## config.mk

```make
export PLATFORM = sky130hd
export DESIGN_NAME = xmodem_block_receiver_unit
export DESIGN_NICKNAME = d
export VERILOG_FILES = /design/src/hw/rtl/xbr_pkg.sv /design/src/hw/rtl/xbr_front.sv /design/src/hw/rtl/xbr_queue.sv /design/src/hw/rtl/xbr_back.sv /design/src/hw/rtl/xmodem_block_receiver_unit.sv
export SDC_FILE = /design/constraint.sdc
export NUM_CORES = 1
export LEC_CHECK = 0
export BUFFER_PORTS_ARGS = -buffer_cell sky130_fd_sc_hd__buf_2
export CORE_ASPECT_RATIO = 1.25
export CORE_MARGIN = 8
export CORE_UTILIZATION = 59
export DETAILED_ROUTE_END_ITERATION = 12
export PLACE_DENSITY_LB_ADDON = 0.08
export SYNTH_ARGS = -nofsm -noshare
export SYNTH_HDL_FRONTEND = slang
export SYNTH_SLANG_ARGS = --single-unit
```

## constraint.sdc

```tcl
create_clock -name clk_i -period 4.4 [get_ports clk_i]
set_input_delay 0.22 -clock clk_i [delete_from_list [all_inputs] [get_ports clk_i]]
set_output_delay 0.22 -clock clk_i [all_outputs]
set_load 0.005 [all_outputs]
```

## src/hw/rtl/xbr_pkg.sv

```systemverilog
`timescale 1ns / 1ps
// ----------------------------------------------------------------------------
// XMODEM block receiver package
// Shared payload types, command codes and protocol constants.
// ----------------------------------------------------------------------------
package xbr_pkg;

  localparam logic [7:0] SYM_SOH    = 8'h01;
  localparam logic [7:0] SYM_EOT    = 8'h04;
  localparam logic [7:0] SYM_SUB    = 8'h1A;
  localparam logic [7:0] MAX_BLOCKS = 8'd128;
  localparam logic [7:0] PAD_NONE   = 8'd128;
  localparam logic [7:0] RETRY_MAX  = 8'd255;

  localparam int unsigned Q_DEPTH = 2;
  localparam int unsigned Q_PTR_W = $clog2(Q_DEPTH);
  localparam int unsigned Q_CNT_W = $clog2(Q_DEPTH + 1);

  typedef enum logic [1:0] {
    KIND_STORE = 2'd0,
    KIND_ACK   = 2'd1,
    KIND_NAK   = 2'd2,
    KIND_EOT   = 2'd3
  } kind_e;

  typedef enum logic [2:0] {
    RSN_START = 3'd0,
    RSN_BNUM  = 3'd1,
    RSN_BCMP  = 3'd2,
    RSN_CSUM  = 3'd3,
    RSN_CAP   = 3'd4
  } reason_e;

  typedef enum logic [2:0] {
    CMD_START = 3'd0,
    CMD_STORE = 3'd1,
    CMD_ACK   = 3'd2,
    CMD_NAK   = 3'd3,
    CMD_EOT   = 3'd4
  } cmd_e;

  typedef struct packed {
    logic       operation;
    logic [7:0] rx_byte;
  } in_t;

  typedef struct packed {
    logic [1:0]  kind;
    logic [13:0] write_address;
    logic [7:0]  write_byte;
    logic [2:0]  error_reason;
    logic [7:0]  error_detail;
    logic [7:0]  block_count;
    logic [14:0] byte_count;
    logic [7:0]  retry_count;
  } out_t;

  typedef struct packed {
    cmd_e       op;
    reason_e    reason;
    logic [7:0] data;
    logic [6:0] index;
    logic [7:0] blocks;
  } cmd_t;

endpackage

```

## src/hw/rtl/xbr_front.sv

```systemverilog
`timescale 1ns / 1ps
// ----------------------------------------------------------------------------
// XMODEM block receiver front end
// Frame parser that checks each byte and pushes a command where a reply is due.
// ----------------------------------------------------------------------------
module xbr_front import xbr_pkg::*; (
  input  logic clk_i,
  input  logic rst_ni,
  input  logic in_valid_i,
  output logic in_ready_o,
  input  in_t  in_data_i,
  input  logic q_ready_i,
  output logic push_o,
  output cmd_t cmd_o
);

  typedef enum logic [2:0] {
    PH_IDLE,
    PH_HEAD,
    PH_BNUM,
    PH_BCMP,
    PH_DATA,
    PH_CSUM,
    PH_DONE
  } phase_e;

  phase_e     phase_q, phase_d;
  logic [7:0] blocks_q, blocks_d;
  logic [6:0] idx_q, idx_d;
  logic [7:0] sum_q, sum_d;
  logic [7:0] expect_num;
  logic [7:0] b;
  logic       fire;

  assign in_ready_o = q_ready_i;
  assign fire       = in_valid_i && q_ready_i;
  assign b          = in_data_i.rx_byte;
  assign expect_num = blocks_q + 8'd1;

  always_comb begin
    phase_d    = phase_q;
    blocks_d   = blocks_q;
    idx_d      = idx_q;
    sum_d      = sum_q;
    push_o     = 1'b0;
    cmd_o.op     = CMD_NAK;
    cmd_o.reason = RSN_START;
    cmd_o.data   = b;
    cmd_o.index  = idx_q;
    cmd_o.blocks = blocks_q;
    if (fire) begin
      if (in_data_i.operation) begin
        phase_d      = PH_HEAD;
        blocks_d     = 8'd0;
        idx_d        = 7'd0;
        sum_d        = 8'd0;
        push_o       = 1'b1;
        cmd_o.op     = CMD_START;
        cmd_o.blocks = 8'd0;
      end else begin
        unique case (phase_q)
          PH_HEAD: begin
            if (b == SYM_EOT) begin
              push_o   = 1'b1;
              cmd_o.op = CMD_EOT;
              phase_d  = PH_DONE;
            end else if (b != SYM_SOH) begin
              push_o = 1'b1;
            end else if (blocks_q >= MAX_BLOCKS) begin
              push_o       = 1'b1;
              cmd_o.reason = RSN_CAP;
            end else begin
              phase_d = PH_BNUM;
            end
          end
          PH_BNUM: begin
            if (b != expect_num) begin
              push_o       = 1'b1;
              cmd_o.reason = RSN_BNUM;
              phase_d      = PH_HEAD;
            end else begin
              phase_d = PH_BCMP;
            end
          end
          PH_BCMP: begin
            if (b != ~expect_num) begin
              push_o       = 1'b1;
              cmd_o.reason = RSN_BCMP;
              phase_d      = PH_HEAD;
            end else begin
              phase_d = PH_DATA;
              idx_d   = 7'd0;
              sum_d   = 8'd0;
            end
          end
          PH_DATA: begin
            push_o   = 1'b1;
            cmd_o.op = CMD_STORE;
            sum_d    = sum_q + b;
            idx_d    = idx_q + 7'd1;
            if (idx_q == 7'd127) begin
              phase_d = PH_CSUM;
            end
          end
          PH_CSUM: begin
            push_o  = 1'b1;
            phase_d = PH_HEAD;
            if (b != sum_q) begin
              cmd_o.reason = RSN_CSUM;
              cmd_o.data   = b ^ sum_q;
            end else begin
              blocks_d     = expect_num;
              cmd_o.op     = CMD_ACK;
              cmd_o.blocks = expect_num;
            end
          end
          default: begin
          end
        endcase
      end
    end
  end

  always_ff @(posedge clk_i or negedge rst_ni) begin
    if (!rst_ni) begin
      phase_q  <= PH_IDLE;
      blocks_q <= 8'd0;
      idx_q    <= 7'd0;
      sum_q    <= 8'd0;
    end else begin
      phase_q  <= phase_d;
      blocks_q <= blocks_d;
      idx_q    <= idx_d;
      sum_q    <= sum_d;
    end
  end

endmodule

```

## src/hw/rtl/xbr_queue.sv

```systemverilog
`timescale 1ns / 1ps
// ----------------------------------------------------------------------------
// XMODEM block receiver command queue
// Short FIFO that decouples the frame parser from the result builder.
// ----------------------------------------------------------------------------
module xbr_queue import xbr_pkg::*; (
  input  logic clk_i,
  input  logic rst_ni,
  input  logic push_i,
  input  cmd_t cmd_i,
  output logic ready_o,
  input  logic pop_i,
  output logic valid_o,
  output cmd_t cmd_o
);

  cmd_t               mem_q [Q_DEPTH];
  logic [Q_PTR_W-1:0] wr_q, rd_q;
  logic [Q_CNT_W-1:0] cnt_q;
  logic               do_push, do_pop;

  assign ready_o = (cnt_q != Q_CNT_W'(Q_DEPTH));
  assign valid_o = (cnt_q != '0);
  assign cmd_o   = mem_q[rd_q];
  assign do_push = push_i && ready_o;
  assign do_pop  = pop_i && valid_o;

  always_ff @(posedge clk_i) begin
    if (do_push) begin
      mem_q[wr_q] <= cmd_i;
    end
  end

  always_ff @(posedge clk_i or negedge rst_ni) begin
    if (!rst_ni) begin
      wr_q  <= '0;
      rd_q  <= '0;
      cnt_q <= '0;
    end else begin
      if (do_push) begin
        wr_q <= (wr_q == Q_PTR_W'(Q_DEPTH - 1)) ? '0 : wr_q + 1'b1;
      end
      if (do_pop) begin
        rd_q <= (rd_q == Q_PTR_W'(Q_DEPTH - 1)) ? '0 : rd_q + 1'b1;
      end
      if (do_push && !do_pop) begin
        cnt_q <= cnt_q + 1'b1;
      end else if (do_pop && !do_push) begin
        cnt_q <= cnt_q - 1'b1;
      end
    end
  end

endmodule

```

## src/hw/rtl/xbr_back.sv

```systemverilog
`timescale 1ns / 1ps
// ----------------------------------------------------------------------------
// XMODEM block receiver back end
// Builds result items from commands and keeps retry and padding counters.
// ----------------------------------------------------------------------------
module xbr_back import xbr_pkg::*; (
  input  logic clk_i,
  input  logic rst_ni,
  input  logic q_valid_i,
  input  cmd_t cmd_i,
  output logic pop_o,
  output logic out_valid_o,
  input  logic out_ready_i,
  output out_t out_data_o
);

  logic        out_valid_q;
  out_t        out_q, out_d;
  logic [7:0]  nak_q, nak_d;
  logic [7:0]  pad_q, pad_d;
  logic [7:0]  last_pad_q, last_pad_d;
  logic [7:0]  pad_cur;
  logic [7:0]  nak_inc;
  logic [7:0]  blocks_m1;
  logic [14:0] byte_cnt;

  assign pop_o       = q_valid_i && (!out_valid_q || out_ready_i);
  assign out_valid_o = out_valid_q;
  assign out_data_o  = out_q;

  assign pad_cur   = (cmd_i.index == 7'd0) ? PAD_NONE : pad_q;
  assign nak_inc   = (nak_q != RETRY_MAX) ? nak_q + 8'd1 : nak_q;
  assign blocks_m1 = cmd_i.blocks - 8'd1;
  assign byte_cnt  = (cmd_i.blocks == 8'd0) ? 15'd0 :
                     {blocks_m1, 7'd0} + {7'd0, last_pad_q};

  always_comb begin
    out_d      = '0;
    nak_d      = nak_q;
    pad_d      = pad_q;
    last_pad_d = last_pad_q;
    unique case (cmd_i.op)
      CMD_START: begin
        out_d.kind = KIND_NAK;
        nak_d      = 8'd0;
        pad_d      = PAD_NONE;
        last_pad_d = PAD_NONE;
      end
      CMD_STORE: begin
        out_d.kind          = KIND_STORE;
        out_d.write_address = {cmd_i.blocks[6:0], cmd_i.index};
        out_d.write_byte    = cmd_i.data;
        if (cmd_i.data == SYM_SUB) begin
          pad_d = (pad_cur == PAD_NONE) ? {1'b0, cmd_i.index} : pad_cur;
        end else begin
          pad_d = PAD_NONE;
        end
      end
      CMD_ACK: begin
        out_d.kind        = KIND_ACK;
        out_d.block_count = cmd_i.blocks;
        out_d.retry_count = nak_q;
        last_pad_d        = pad_q;
      end
      CMD_NAK: begin
        out_d.kind         = KIND_NAK;
        out_d.error_reason = cmd_i.reason;
        out_d.error_detail = cmd_i.data;
        out_d.block_count  = cmd_i.blocks;
        out_d.retry_count  = nak_inc;
        nak_d              = nak_inc;
      end
      CMD_EOT: begin
        out_d.kind        = KIND_EOT;
        out_d.block_count = cmd_i.blocks;
        out_d.byte_count  = byte_cnt;
        out_d.retry_count = nak_q;
      end
      default: begin
      end
    endcase
  end

  always_ff @(posedge clk_i) begin
    if (pop_o) begin
      out_q <= out_d;
    end
  end

  always_ff @(posedge clk_i or negedge rst_ni) begin
    if (!rst_ni) begin
      out_valid_q <= 1'b0;
      nak_q       <= 8'd0;
      pad_q       <= PAD_NONE;
      last_pad_q  <= PAD_NONE;
    end else begin
      if (pop_o) begin
        out_valid_q <= 1'b1;
        nak_q       <= nak_d;
        pad_q       <= pad_d;
        last_pad_q  <= last_pad_d;
      end else if (out_ready_i) begin
        out_valid_q <= 1'b0;
      end
    end
  end

endmodule

```

## src/hw/rtl/xmodem_block_receiver_unit.sv

```systemverilog
`timescale 1ns / 1ps
// ----------------------------------------------------------------------------
// XMODEM block receiver unit
// Checksum XMODEM receiver that takes one serial byte per transfer.
// ----------------------------------------------------------------------------
// Channel   Direction  Handshake                 Payload
// in        input      in_valid_i / in_ready_o   in_data_i  (in_t)
// out       output     out_valid_o / out_ready_i out_data_o (out_t)
//
// One input transfer can be taken every cycle while the command queue has room;
// a result passes the queue and the output register before it is presented.
// The frame parser, a two-entry command queue and the output register set
// the throughput; each stage stalls only on the one after it.
// Reset clears the session to idle; bytes before the first start are dropped.
// ----------------------------------------------------------------------------
module xmodem_block_receiver_unit import xbr_pkg::*; (
  input  logic clk_i,
  input  logic rst_ni,
  input  logic in_valid_i,
  output logic in_ready_o,
  input  in_t  in_data_i,
  output logic out_valid_o,
  input  logic out_ready_i,
  output out_t out_data_o
);

  logic fr_push;
  cmd_t fr_cmd;
  logic q_ready;
  logic q_valid;
  cmd_t q_cmd;
  logic bk_pop;

  xbr_front u_front (
    .clk_i      (clk_i),
    .rst_ni     (rst_ni),
    .in_valid_i (in_valid_i),
    .in_ready_o (in_ready_o),
    .in_data_i  (in_data_i),
    .q_ready_i  (q_ready),
    .push_o     (fr_push),
    .cmd_o      (fr_cmd)
  );

  xbr_queue u_queue (
    .clk_i   (clk_i),
    .rst_ni  (rst_ni),
    .push_i  (fr_push),
    .cmd_i   (fr_cmd),
    .ready_o (q_ready),
    .pop_i   (bk_pop),
    .valid_o (q_valid),
    .cmd_o   (q_cmd)
  );

  xbr_back u_back (
    .clk_i       (clk_i),
    .rst_ni      (rst_ni),
    .q_valid_i   (q_valid),
    .cmd_i       (q_cmd),
    .pop_o       (bk_pop),
    .out_valid_o (out_valid_o),
    .out_ready_i (out_ready_i),
    .out_data_o  (out_data_o)
  );

  a_no_overflow: assert property (@(posedge clk_i) disable iff (!rst_ni)
    fr_push |-> q_ready)
    else $error("command pushed into a full queue");

  a_store_clean: assert property (@(posedge clk_i) disable iff (!rst_ni)
    (out_valid_o && out_data_o.kind == KIND_STORE) |->
      (out_data_o.retry_count == 8'd0 && out_data_o.block_count == 8'd0 &&
       out_data_o.byte_count == 15'd0))
    else $error("payload store carries status fields");

  a_nak_counts: assert property (@(posedge clk_i) disable iff (!rst_ni)
    (bk_pop && q_cmd.op == CMD_NAK) |=> (out_data_o.retry_count != 8'd0))
    else $error("error NAK without a retry count");

endmodule

```

Word level (Yosys, flattened, before mapping) --
Memories as Yosys holds them, arrays and structs flattened. Cells that the tools add are included.
Cells by class: $add $sub $neg 10, magnitude comparators 1, equality and inequality tests 23, mux-type cells 57, bitwise operators 3, reduce and logical (&&, ||, !) cells 31
Operators by type and width (count):
- $mux 8 | 11
- $pmux 8 s2 | 5
- $mux 3 | 11
- $ne 8x8->1 | 3
- $add 8x1->8 const B | 2
- $add 15x8->15 | 1
- $mux 1 | 15
- $pmux 3 s5 | 1
- $mux 14 | 1
- $mux 7 | 2
- $pmux 7 s2 | 1
- $eq 3x2->1 const B | 4
- $pmux 3 s4 | 1
- $reduce_bool 2->1 | 6
- $mux 11 | 1
- $mux 10 | 1
- $eq 3x3->1 const B | 3
- $pmux 3 s3 | 1
- $add 8x8->8 | 1
- $eq 8x3->1 const B | 1
- $eq 8x5->1 const B | 1
- $eq 8x8->1 const B | 1
- $ge 8x8->1 const B | 1
- $logic_not 8->1 | 1
- other kinds (31) | 49
Word-level totals: register bits 121, RAM bits 58, input port bits 13, output and inout port bits 68, logic and storage cells 145, memories kept 1
Memories:
- u_queue.mem_q | words 2, width 29, rd ports 1, clocked after Yosys merged registers in 0, wr ports 1, line xbr_queue.sv:17 | cmd_t mem_q [Q_DEPTH];

Depth between registers and ports, before layout --
Gate-level depths: netlist of run 1.
depth in word-level cells 12, depth in mapped cells 12, mapped depth without buffers 11

By module --
From an unflattened synthesis of run 1, not the netlist that was laid out.
Second synthesis, totals: cells, all modules 718, area, all modules 8764.7 sq um
By module, submodules not included:
- xbr_back | instances 1, cells an instance 337, area an instance 4150.2 sq um, seq. area each 2610.0 sq um
- xbr_queue | instances 1, cells an instance 108, area an instance 2313.5 sq um, seq. area each 1841.8 sq um
- xbr_front | instances 1, cells an instance 273, area an instance 2301.0 sq um, seq. area each 650.6 sq um

Worst setup path after synthesis of run 1 --
OpenSTA, ideal clock, no wires.
path type reg-to-reg, from register u_front.blocks_q[0], to memory u_queue.mem_q[0][0] (netlist bit), enable pin, library setup time 0.418 ns, data arrival time 2.975 ns, required time 3.982 ns, path slack 1.007 ns, cell stages (with the launch flop) 8, buffers on the path 0, period minus slack after synthesis 3.393 ns, cells stage by stage dfrtp_1 ha_1 and3_2 a21oi_1 or4b_4 o31ai_1 a31oi_1 nor2b_1
On the way: longest elaborated chain between the ends 10, elaborated cells between the ends (all ways) 16, classes of those cells add/sub (1); order compare (1); eq/ne (2); mux (10); bitwise (1); reduce/logical (1)
RTL lines:
- start: declaration | line xbr_front.sv:28 | logic [7:0] blocks_q, blocks_d;
- start signal: assignment | line xbr_front.sv:132 | blocks_q <= blocks_d;
- $add 8x1->8 / $ge 8x8->1 (equally long branches) | line xbr_front.sv:38, xbr_front.sv:69
- $not 8->8 / $mux 1 (equally long branches) | line xbr_front.sv:86, xbr_front.sv:69
- $ne 8x8->1 / $mux 1 (equally long branches) | line xbr_front.sv:86, xbr_front.sv:67
- $mux 1 (on tied branches) | line xbr_front.sv:86, xbr_front.sv:63
- $pmux 1 s4 (*) | line xbr_front.sv:61 | unique case (phase_q)
- $mux 1 (*) | line xbr_front.sv:52 | if (in_data_i.operation) begin
- $mux 1 (*) | line xbr_front.sv:51 | if (fire) begin
- $logic_and 1x1->1 (*) | line xbr_queue.sv:25 | assign do_push = push_i && ready_o;
- named net u_queue.do_push | line xbr_queue.sv:20 | logic do_push, do_pop;
- $mux 1 (*) | line xbr_queue.sv:29 | if (do_push) begin
- $mux 1 (implied by the code) (*) | line xbr_queue.sv:30 | mem_q[wr_q] <= cmd_i;
- end: declaration | line xbr_queue.sv:17
The timed path passes the listed nets; every way through them passes the cells marked *.

Final worst setup path of run 1 --
from register u_front.blocks_q[0], to register u_front.sum_q[5]
On the way: longest elaborated chain between the ends 5
RTL lines:
- $add 8x1->8 | line xbr_front.sv:38 | assign expect_num = blocks_q + 8'd1;
- $not 8->8 | line xbr_front.sv:86 | if (b != ~expect_num) begin
- $ne 8x8->1 | line xbr_front.sv:86
- $ne 3x3->1 (no source line)
- $reduce_and 3->1 (no source line)
- end signal: assignment | line xbr_front.sv:134 | sum_q <= sum_d;
- end: declaration | line xbr_front.sv:30 | logic [7:0] sum_q, sum_d;
No other way between the ends. A chain may end at the register's enable or synchronous reset.

==> results of run 1 <==
[routing by layer]
layer / wire [um] / part of all wire (%) / track usage, %
met1: 7650 / 40 / 24.1
met2: 9680 / 51 / 35.5
met3: 1080 / 5.7 / 5.33
met4: 515 / 2.7 / 9.96
met5: 0 / 0 / 0
[power by group through the flow]
stage	clock network, mW	logic [mW]	registers (mW)
detailed placement	0	1.61	2.61
floorplan	0	1.05	2.58
finish	1.67	1.62	2.58
global route	1.77	1.79	2.62
global placement	0	1.58	2.58
CTS	1.70	1.64	2.58
[final timing paths]
kind	startpoint	end	slack, ps	depth (start not counted)
max in group asynchronous	rst_ni	u_queue.rd_q	3390	3
hold reg to reg	u_back.last_pad_q[6]	u_back.last_pad_q[6]	470	2
setup / recovery	u_front.blocks_q[0]	u_front.sum_q[5]	1080	7
hold / removal	out_ready_i	u_back.out_valid_o	60	3
min in group asynchronous	rst_ni	u_back.last_pad_q[1]	490	3
setup reg to reg	u_front.blocks_q[0]	u_front.sum_q[5]	1080	7
[what timing repair did]
item                                    4_1_cts  5_1_grt
resized for setup                             0        0
hold buffers                                  1        0
endpoints found under the hold margin        53        0
endpoints found under the setup margin        0        0
[cell usage after synthesis (6+ instances only)]
| library cell | number |
|---|---|
| clkbuf_1 | 18 |
| and3_1 | 9 |
| nand2b_1 | 8 |
| o21ai_0 | 51 |
| nor2b_1 | 8 |
| xor2_1 | 16 |
| a21o_1 | 7 |
| dfrtp_1 | 53 |
| and2_1 | 16 |
| nand3_1 | 12 |
| a21oi_1 | 22 |
| inv_1 | 20 |
| o21a_1 | 6 |
| ha_1 | 16 |
| mux2_2 | 8 |
| a22o_1 | 9 |
| nor3_1 | 20 |
| edfxtp_1 | 124 |
| nand4_1 | 6 |
| nor2_1 | 98 |
| nand2_1 | 48 |
| mux2i_1 | 32 |
| xnor2_1 | 14 |
| a31oi_1 | 8 |
| nor3b_1 | 6 |
| nor4_1 | 11 |
[placed cells by master (no fill, tap or decap), drive strengths merged, types with 18 or more instances in the layout]
cell type / n
a21oi: 23
dfrtp: 53
clkbuf: 18
nand2: 49
nor2: 98
mux2i: 32
inv: 23
o21ai: 54
nor3: 20
buf: 86
edfxtp: 124
[worst max-delay path, delay by kind of cell (launching register included)]
kind                     cells  cell delay [ps]
AO/OA/AOI/OAI                1              380
adder cells (fa/ha/maj)      1              310
flip-flops                   1              470
multiplexers                 1              380
AND/OR/NAND/NOR              4             1680
[state kept, by name, summed over array words and instances, names as in the netlist]
name / flops
u_queue.cnt_q: 2
u_front.idx_q: 7
u_back.pad_q: 8
u_queue.wr_q: 1
u_front.sum_q: 8
u_back.last_pad_q: 8
u_queue.rd_q: 1
u_queue.mem_q: 58
u_back.out_data_o: 66
u_front.phase_q: 3
u_back.nak_q: 8
u_back.out_valid_o: 1
u_front.blocks_q: 8
[cells by family after synthesis]
kind of cell / count (synthesis) / synth area share (%)
flops: 179 / 59.9
mux: 40 / 4.82
buf+inv: 49 / 2.41
xor+xnor: 31 / 3.36
compound gates: 145 / 11.0
simple gates: 271 / 15.9
fa+ha+maj: 17 / 2.59
[final cells by class]
type	count	area share, %
timing repair buffer	87	4.68
tap	178	2.29
sequential	179	52.4
multi-input combinational	504	33.0
clock buffer	18	4.51
clock inverter	14	2.29
inverter	20	0.771
[stage by stage]
step / power [mW] / cell area, um2 / setup slack (ps) / std cells
final: 5.86 / 9740 / 1080 / 1000
after global placement: 4.16 / 9060 / 1160 / 967
after global routing: 6.18 / 9740 / 980 / 1000
after CTS: 5.91 / 9740 / 1090 / 1000
after floorplan: 3.63 / 8520 / 1010 / 732
after detailed placement: 4.22 / 9060 / 1110 / 967
==> results.py, run 1 <==
metrics = {
    "worst_setup_path": {
        "crit_top_cell": "and3_2",
        "crit_chain": "ha_1 -> and3_2 -> and3_2 -> or4b_4 -> or4b_1 -> a21oi_4 -> mux2_2",
        "crit_required_ps": 4710,
        "arrival_ps": 3630,
        "crit_path_max_incr_delay_ps": 690,
        "end_kind": "flip-flop",
        "start_kind": "flip-flop",
        "worstPathMaxFanout": 9,
        "crit_path_top_delay_cell": "or4b_1",
        "crit_type": "reg -> reg",
    },
    "floorplanning": {
        "die_h_um": 150,
        "core_um2": 14200,
        "start_util_pct": 59.9,
        "die_w_um": 123,
        "die_area_um2": 18600,
        "core.rowCount": 49,
        "io_pins": 81,
    },
    "sta": {
        "rsz0062_at_grt": "no",
        "max_freq_ghz": 0.301,
        "whs_ps": 61.0,
        "finalClockSkew_ps": 12.1,
        "worstMarginPinSlew_ps": 1010,
        "fin_crit_sh_pct": 75.5,
        "setup_viol_count_final": 0,
        "drv_slew": 0,
        "period_needed_ps": 3320,
        "slew_headroom_pct": 30.5,
        "setup_tns_ps": 0,
        "hold_violations": 0,
    },
    "power": {
        "pwr-share-clk_pct": 28.4,
        "p_sw_share_pct": 31.9,
        "power_frac_comb_pct": 27.6,
        "power.leakage_nw": 3.92,
        "power_density_nw_per_um2": 602,
        "seqPwrFrac_pct": 44.0,
        "peakVddDrop_mv": 0.394,
        "p_sw_mw": 1.87,
        "p_int_mw": 3.99,
    },
    "synth": {
        "synth.distinct_cells": 67,
        "syn_area_um2": 8520,
        "ys.flop_type": "edfxtp_1",
        "synth_edf_count": 124,
        "synth_nets": 762,
        "ys_async_sr_fraction_pct": 30.7,
        "yosysWarnings": 0,
        "avgSynthCellArea_um2": 11.6,
        "synth_top_cell_area_share_pct": 43.7,
        "ys_top_cells_by_area": "edfxtp_1 44%, dfrtp_1 16%, nor2_1 4.3%",
        "seq_area_frac_synth_pct": 59.9,
        "synth.ff_latch_count": 179,
        "synth_area_leader_cell": "edfxtp_1",
        "syn_inst": 732,
    },
    "finish": {
        "multi_input_area_um2": 3220,
        "fin_nets": 839,
        "post-route-util_pct": 68.4,
        "layout-drive-gt1-share_pct": 17.6,
        "fill_cells": 1063,
        "diodes": 0,
        "seq_area_um2": 5100,
        "syn_to_final_growth_pct": 14.3,
    },
    "routing": {
        "wl_per_cell_um": 18.9,
        "via_count": 6017,
        "initialDrtViolationCount": 384,
        "ant_nets": 0,
        "avgViaCountPerCell": 6.02,
        "drt_wl_total_mm": 18.9,
        "drt_pre_antenna_iters": 5,
        "drc": 0,
    },
    "global_route": {
        "grt_max_degree": 67,
        "grt_pass1_wl_mm": 30.1,
        "antenna_found_initial": 0,
        "grt_pass1_vias": 5960,
        "grt_util_all_layers_pct": 20.9,
        "overflow": 0,
    },
    "flow_run": {
        "max-cap-violations": 0,
    },
    "cts": {
        "cts_root_buffer": "clkbuf_16",
        "cts.htree.levels": 4,
        "cts.sinks": 179,
        "clock_path_buffers": 2,
        "clk_latency_ps": 430,
        "cts_tree": "built",
        "clk_pin_slew_ps": 70,
        "post_cts_buffers": 0,
        "cts_buffers": 17,
    },
    "outcome": {
        "outcome": "finished, final reports clean",
    },
    "placed_design": {
        "gp_congestion": 0.929,
        "port_buffers": 80,
        "hpwl_mm": 13.3,
    },
    "hold_path": {
        "min_path_type": "in -> reg",
    },
}
Note: power is estimated with default switching activity, not from simulation.
==> run 2: changes to the inputs <==
Settings changed: ABC_AREA set to 1.
Clock period 4.4 ns to 3.1 ns, I/O delays scaled along.
==> results.py, run 2 <==
metrics = {
    "sta": {
        "hold_violations": 0,
        "period_needed_ps": 2810,
        "max_freq_ghz": 0.356,
        "worstMarginPinSlew_ps": 886,
        "slew_headroom_pct": 40.9,
        "fin_crit_sh_pct": 90.7,
        "drv_slew": 0,
        "setup_viol_count_final": 0,
        "rsz0062_at_grt": "no",
        "finalClockSkew_ps": 16.4,
        "setup_slack_ps": 289,
        "setup_tns_ps": 0,
    },
    "cts": {
        "cts_buffers": 17,
        "cts_root_buffer": "clkbuf_16",
        "clock_path_buffers": 2,
        "post_cts_buffers": 0,
        "cts_tree": "built",
        "cts.htree.levels": 4,
        "clk_latency_ps": 440,
        "cts.sinks": 179,
        "clk_pin_slew_ps": 70,
    },
    "power": {
        "peakVddDrop_mv": 0.566,
        "p_sw_share_pct": 33.8,
        "power.leakage_nw": 4.31,
        "power_frac_comb_pct": 30.4,
        "pwr-share-clk_pct": 26.5,
        "seqPwrFrac_pct": 43.1,
        "p_sw_mw": 2.92,
        "p_int_mw": 5.70,
        "power_density_nw_per_um2": 873,
    },
    "synth": {
        "synth_top_cell_area_share_pct": 43.3,
        "ys_top_cells_by_area": "edfxtp_1 43%, dfrtp_1 15%, nand2_1 9.4%",
        "synth_edf_count": 124,
        "yosysWarnings": 0,
        "yosysMostFrequentCell": "nand2_1",
        "synth_nets": 906,
        "synth_area_leader_cell": "edfxtp_1",
        "ys.flop_type": "edfxtp_1",
        "avgSynthCellArea_um2": 9.81,
        "syn_area_um2": 8590,
        "syn_inst": 876,
        "synth.distinct_cells": 52,
        "ys_async_sr_fraction_pct": 30.7,
        "seq_area_frac_synth_pct": 59.4,
        "synth_commonest_cells": "216 x nand2_1, 124 x edfxtp_1, 110 x inv_1, 78 x nor2_1, 53 x dfrtp_1",
        "synth.ff_latch_count": 179,
    },
    "routing": {
        "ant_nets": 0,
        "drc": 0,
        "drt_pre_antenna_iters": 5,
        "initialDrtViolationCount": 564,
        "drt_wl_total_mm": 19.2,
        "wl_per_cell_um": 16.5,
        "avgViaCountPerCell": 5.47,
        "via_count": 6381,
    },
    "global_route": {
        "grt_max_degree": 59,
        "grt_pass1_wl_mm": 31.1,
        "grt_util_all_layers_pct": 21.5,
        "overflow": 0,
        "antenna_found_initial": 0,
        "grt_pass1_vias": 6436,
    },
    "floorplanning": {
        "start_util_pct": 59.9,
        "die_w_um": 124,
        "die_h_um": 151,
        "core_um2": 14300,
        "core.rowCount": 49,
        "io_pins": 81,
        "die_area_um2": 18700,
    },
    "hold_path": {
        "min_path_cells": 4,
        "min_path_type": "in -> reg",
    },
    "outcome": {
        "outcome": "finished, final reports clean",
    },
    "flow_run": {
        "max-cap-violations": 0,
    },
    "placed_design": {
        "gp_congestion": 0.919,
        "post-place-cells": 1132,
        "port_buffers": 80,
        "hpwl_mm": 14.0,
        "dp_slack_ps": 19.7,
    },
    "worst_setup_path": {
        "crit_type": "reg -> reg",
        "reg2reg_slack_ps": 290,
        "ff2ff_path_depth": 16,
        "crit_path_top_delay_cell": "dfrtp_1",
        "cp-endpoint": "u_queue.cnt_q[1]",
        "path_depth": 16,
        "crit_required_ps": 3430,
        "cpLargestDelayFamily": "simple AND/OR/NAND/NOR gates",
        "crit_top_cell": "nand2_1",
        "end_kind": "flip-flop",
        "crit_chain": "inv_2 -> ha_1 -> xor2_1 -> nand2_1 -> nor2_1 -> nand2_1 -> nor2_1 -> nand3_2 -> a21oi_1 -> nand2_1 -> nand2_1 -> inv_1 -> ha_1 -> a21oi_1 -> o21ai_0 -> xnor2_1",
        "setup.worst_path.start": "u_front.blocks_q[0]",
        "r2r-start": "u_front.blocks_q[0]",
        "worstPathMaxFanout": 4,
        "crit_buf_inv": 2,
        "crit_path_max_incr_delay_ps": 390,
        "rr_endpoint": "u_queue.cnt_q[1]",
        "arrival_ps": 3140,
        "start_kind": "flip-flop",
    },
    "finish": {
        "layout-drive-gt1-share_pct": 16.9,
        "largest_reg_flops": 66,
        "fill_cells": 1123,
        "instances_no_fill": 1166,
        "fin_nets": 1005,
        "post-route-util_pct": 68.8,
        "layout_commonest_cell": "nand2_1",
        "final_cell_mix": "216 x nand2_1, 124 x edfxtp_1, 109 x inv_1, 80 x buf_2, 77 x nor2_1",
        "syn_to_final_growth_pct": 14.8,
        "diodes": 0,
    },
}
run 2: cell types whose count changed after synthesis, sizes merged, moves of 17 or more:
| cell | before | now |
|---|---|---|
| inv | 20 | 116 |
| o21ai | 54 | 75 |
| nand3 | 12 | 53 |
| and2 | 17 | 0 |
| nand2 | 49 | 220 |
| mux2i | 32 | 8 |
run 2: stage by stage:
step,cell area (um2),total power [mW],hold WS [ps]
detailed placement,9210,6.38,314
floorplan,8600,5.42,-141
global route,9870,9.12,140
finish,9870,8.62,136
global placement,9210,6.28,311
CTS,9870,8.68,116
run 2: final cells by class:
cell class	instances	area, um2	share of cell area [%]
timing repair buffer	93	515	5.22
clock buffer	18	429	4.35
tap	178	223	2.26
inverter	117	439	4.45
multi-input combinational	567	2960	30.0
clock inverter	14	200	2.03
sequential	179	5100	51.7
run 2: how the worst min path moves through the flow:
stage          slack (ps)                   end         start
5_1_grt               140  u_queue.mem_q[0][24]  in_data_i[8]
4_1_cts               120    u_front.phase_q[2]  in_data_i[8]
6_report              140    u_front.phase_q[2]  in_data_i[8]
3_3_place_gp          310       u_back.nak_q[5]        rst_ni
3_5_place_dp          310       u_back.nak_q[4]        rst_ni
2_1_floorplan        -140  u_back.last_pad_q[0]        rst_ni
run 2: what timing repair did:
item                                    CTS  global route
resized for setup                         1             0
hold endpoints to repair                 34             0
endpoints found under the setup margin   10             0
hold buffers                              2             0
run 2: power by group through the flow:
stage | registers, mW | clock network, mW | logic [mW]
after floorplan | 3.80 | 0 | 1.61
after global placement | 3.74 | 0 | 2.54
after detailed placement | 3.76 | 0 | 2.62
after CTS | 3.71 | 2.31 | 2.65
after global routing | 3.77 | 2.40 | 2.95
final | 3.71 | 2.29 | 2.62
run 2: worst min-delay path: stages:
cell and delay (ps):
buf_2 140, nor2_1 90, o21ai_0 90, nand2_1 60
run 2: metal layers:
metal,global-route usage (%),vias up,share of wire (%)
met5,0,-,0
met1,25.3,3029,42
met3,3.39,34,4.6
li1,-,3134,-
met4,11.9,0,2.8
met2,36.9,184,51
run 2: cells by family (layout without fill, tap and decap cells):
kind of cell	after synthesis	count (layout)	synth area share (%)
fa+ha+maj	17	17	2.56
simple gates	397	397	20.2
mux	8	8	1.08
flops	179	179	59.4
compound gates	128	128	8.74
buf+inv	130	242	6.29
xor+xnor	17	17	1.73
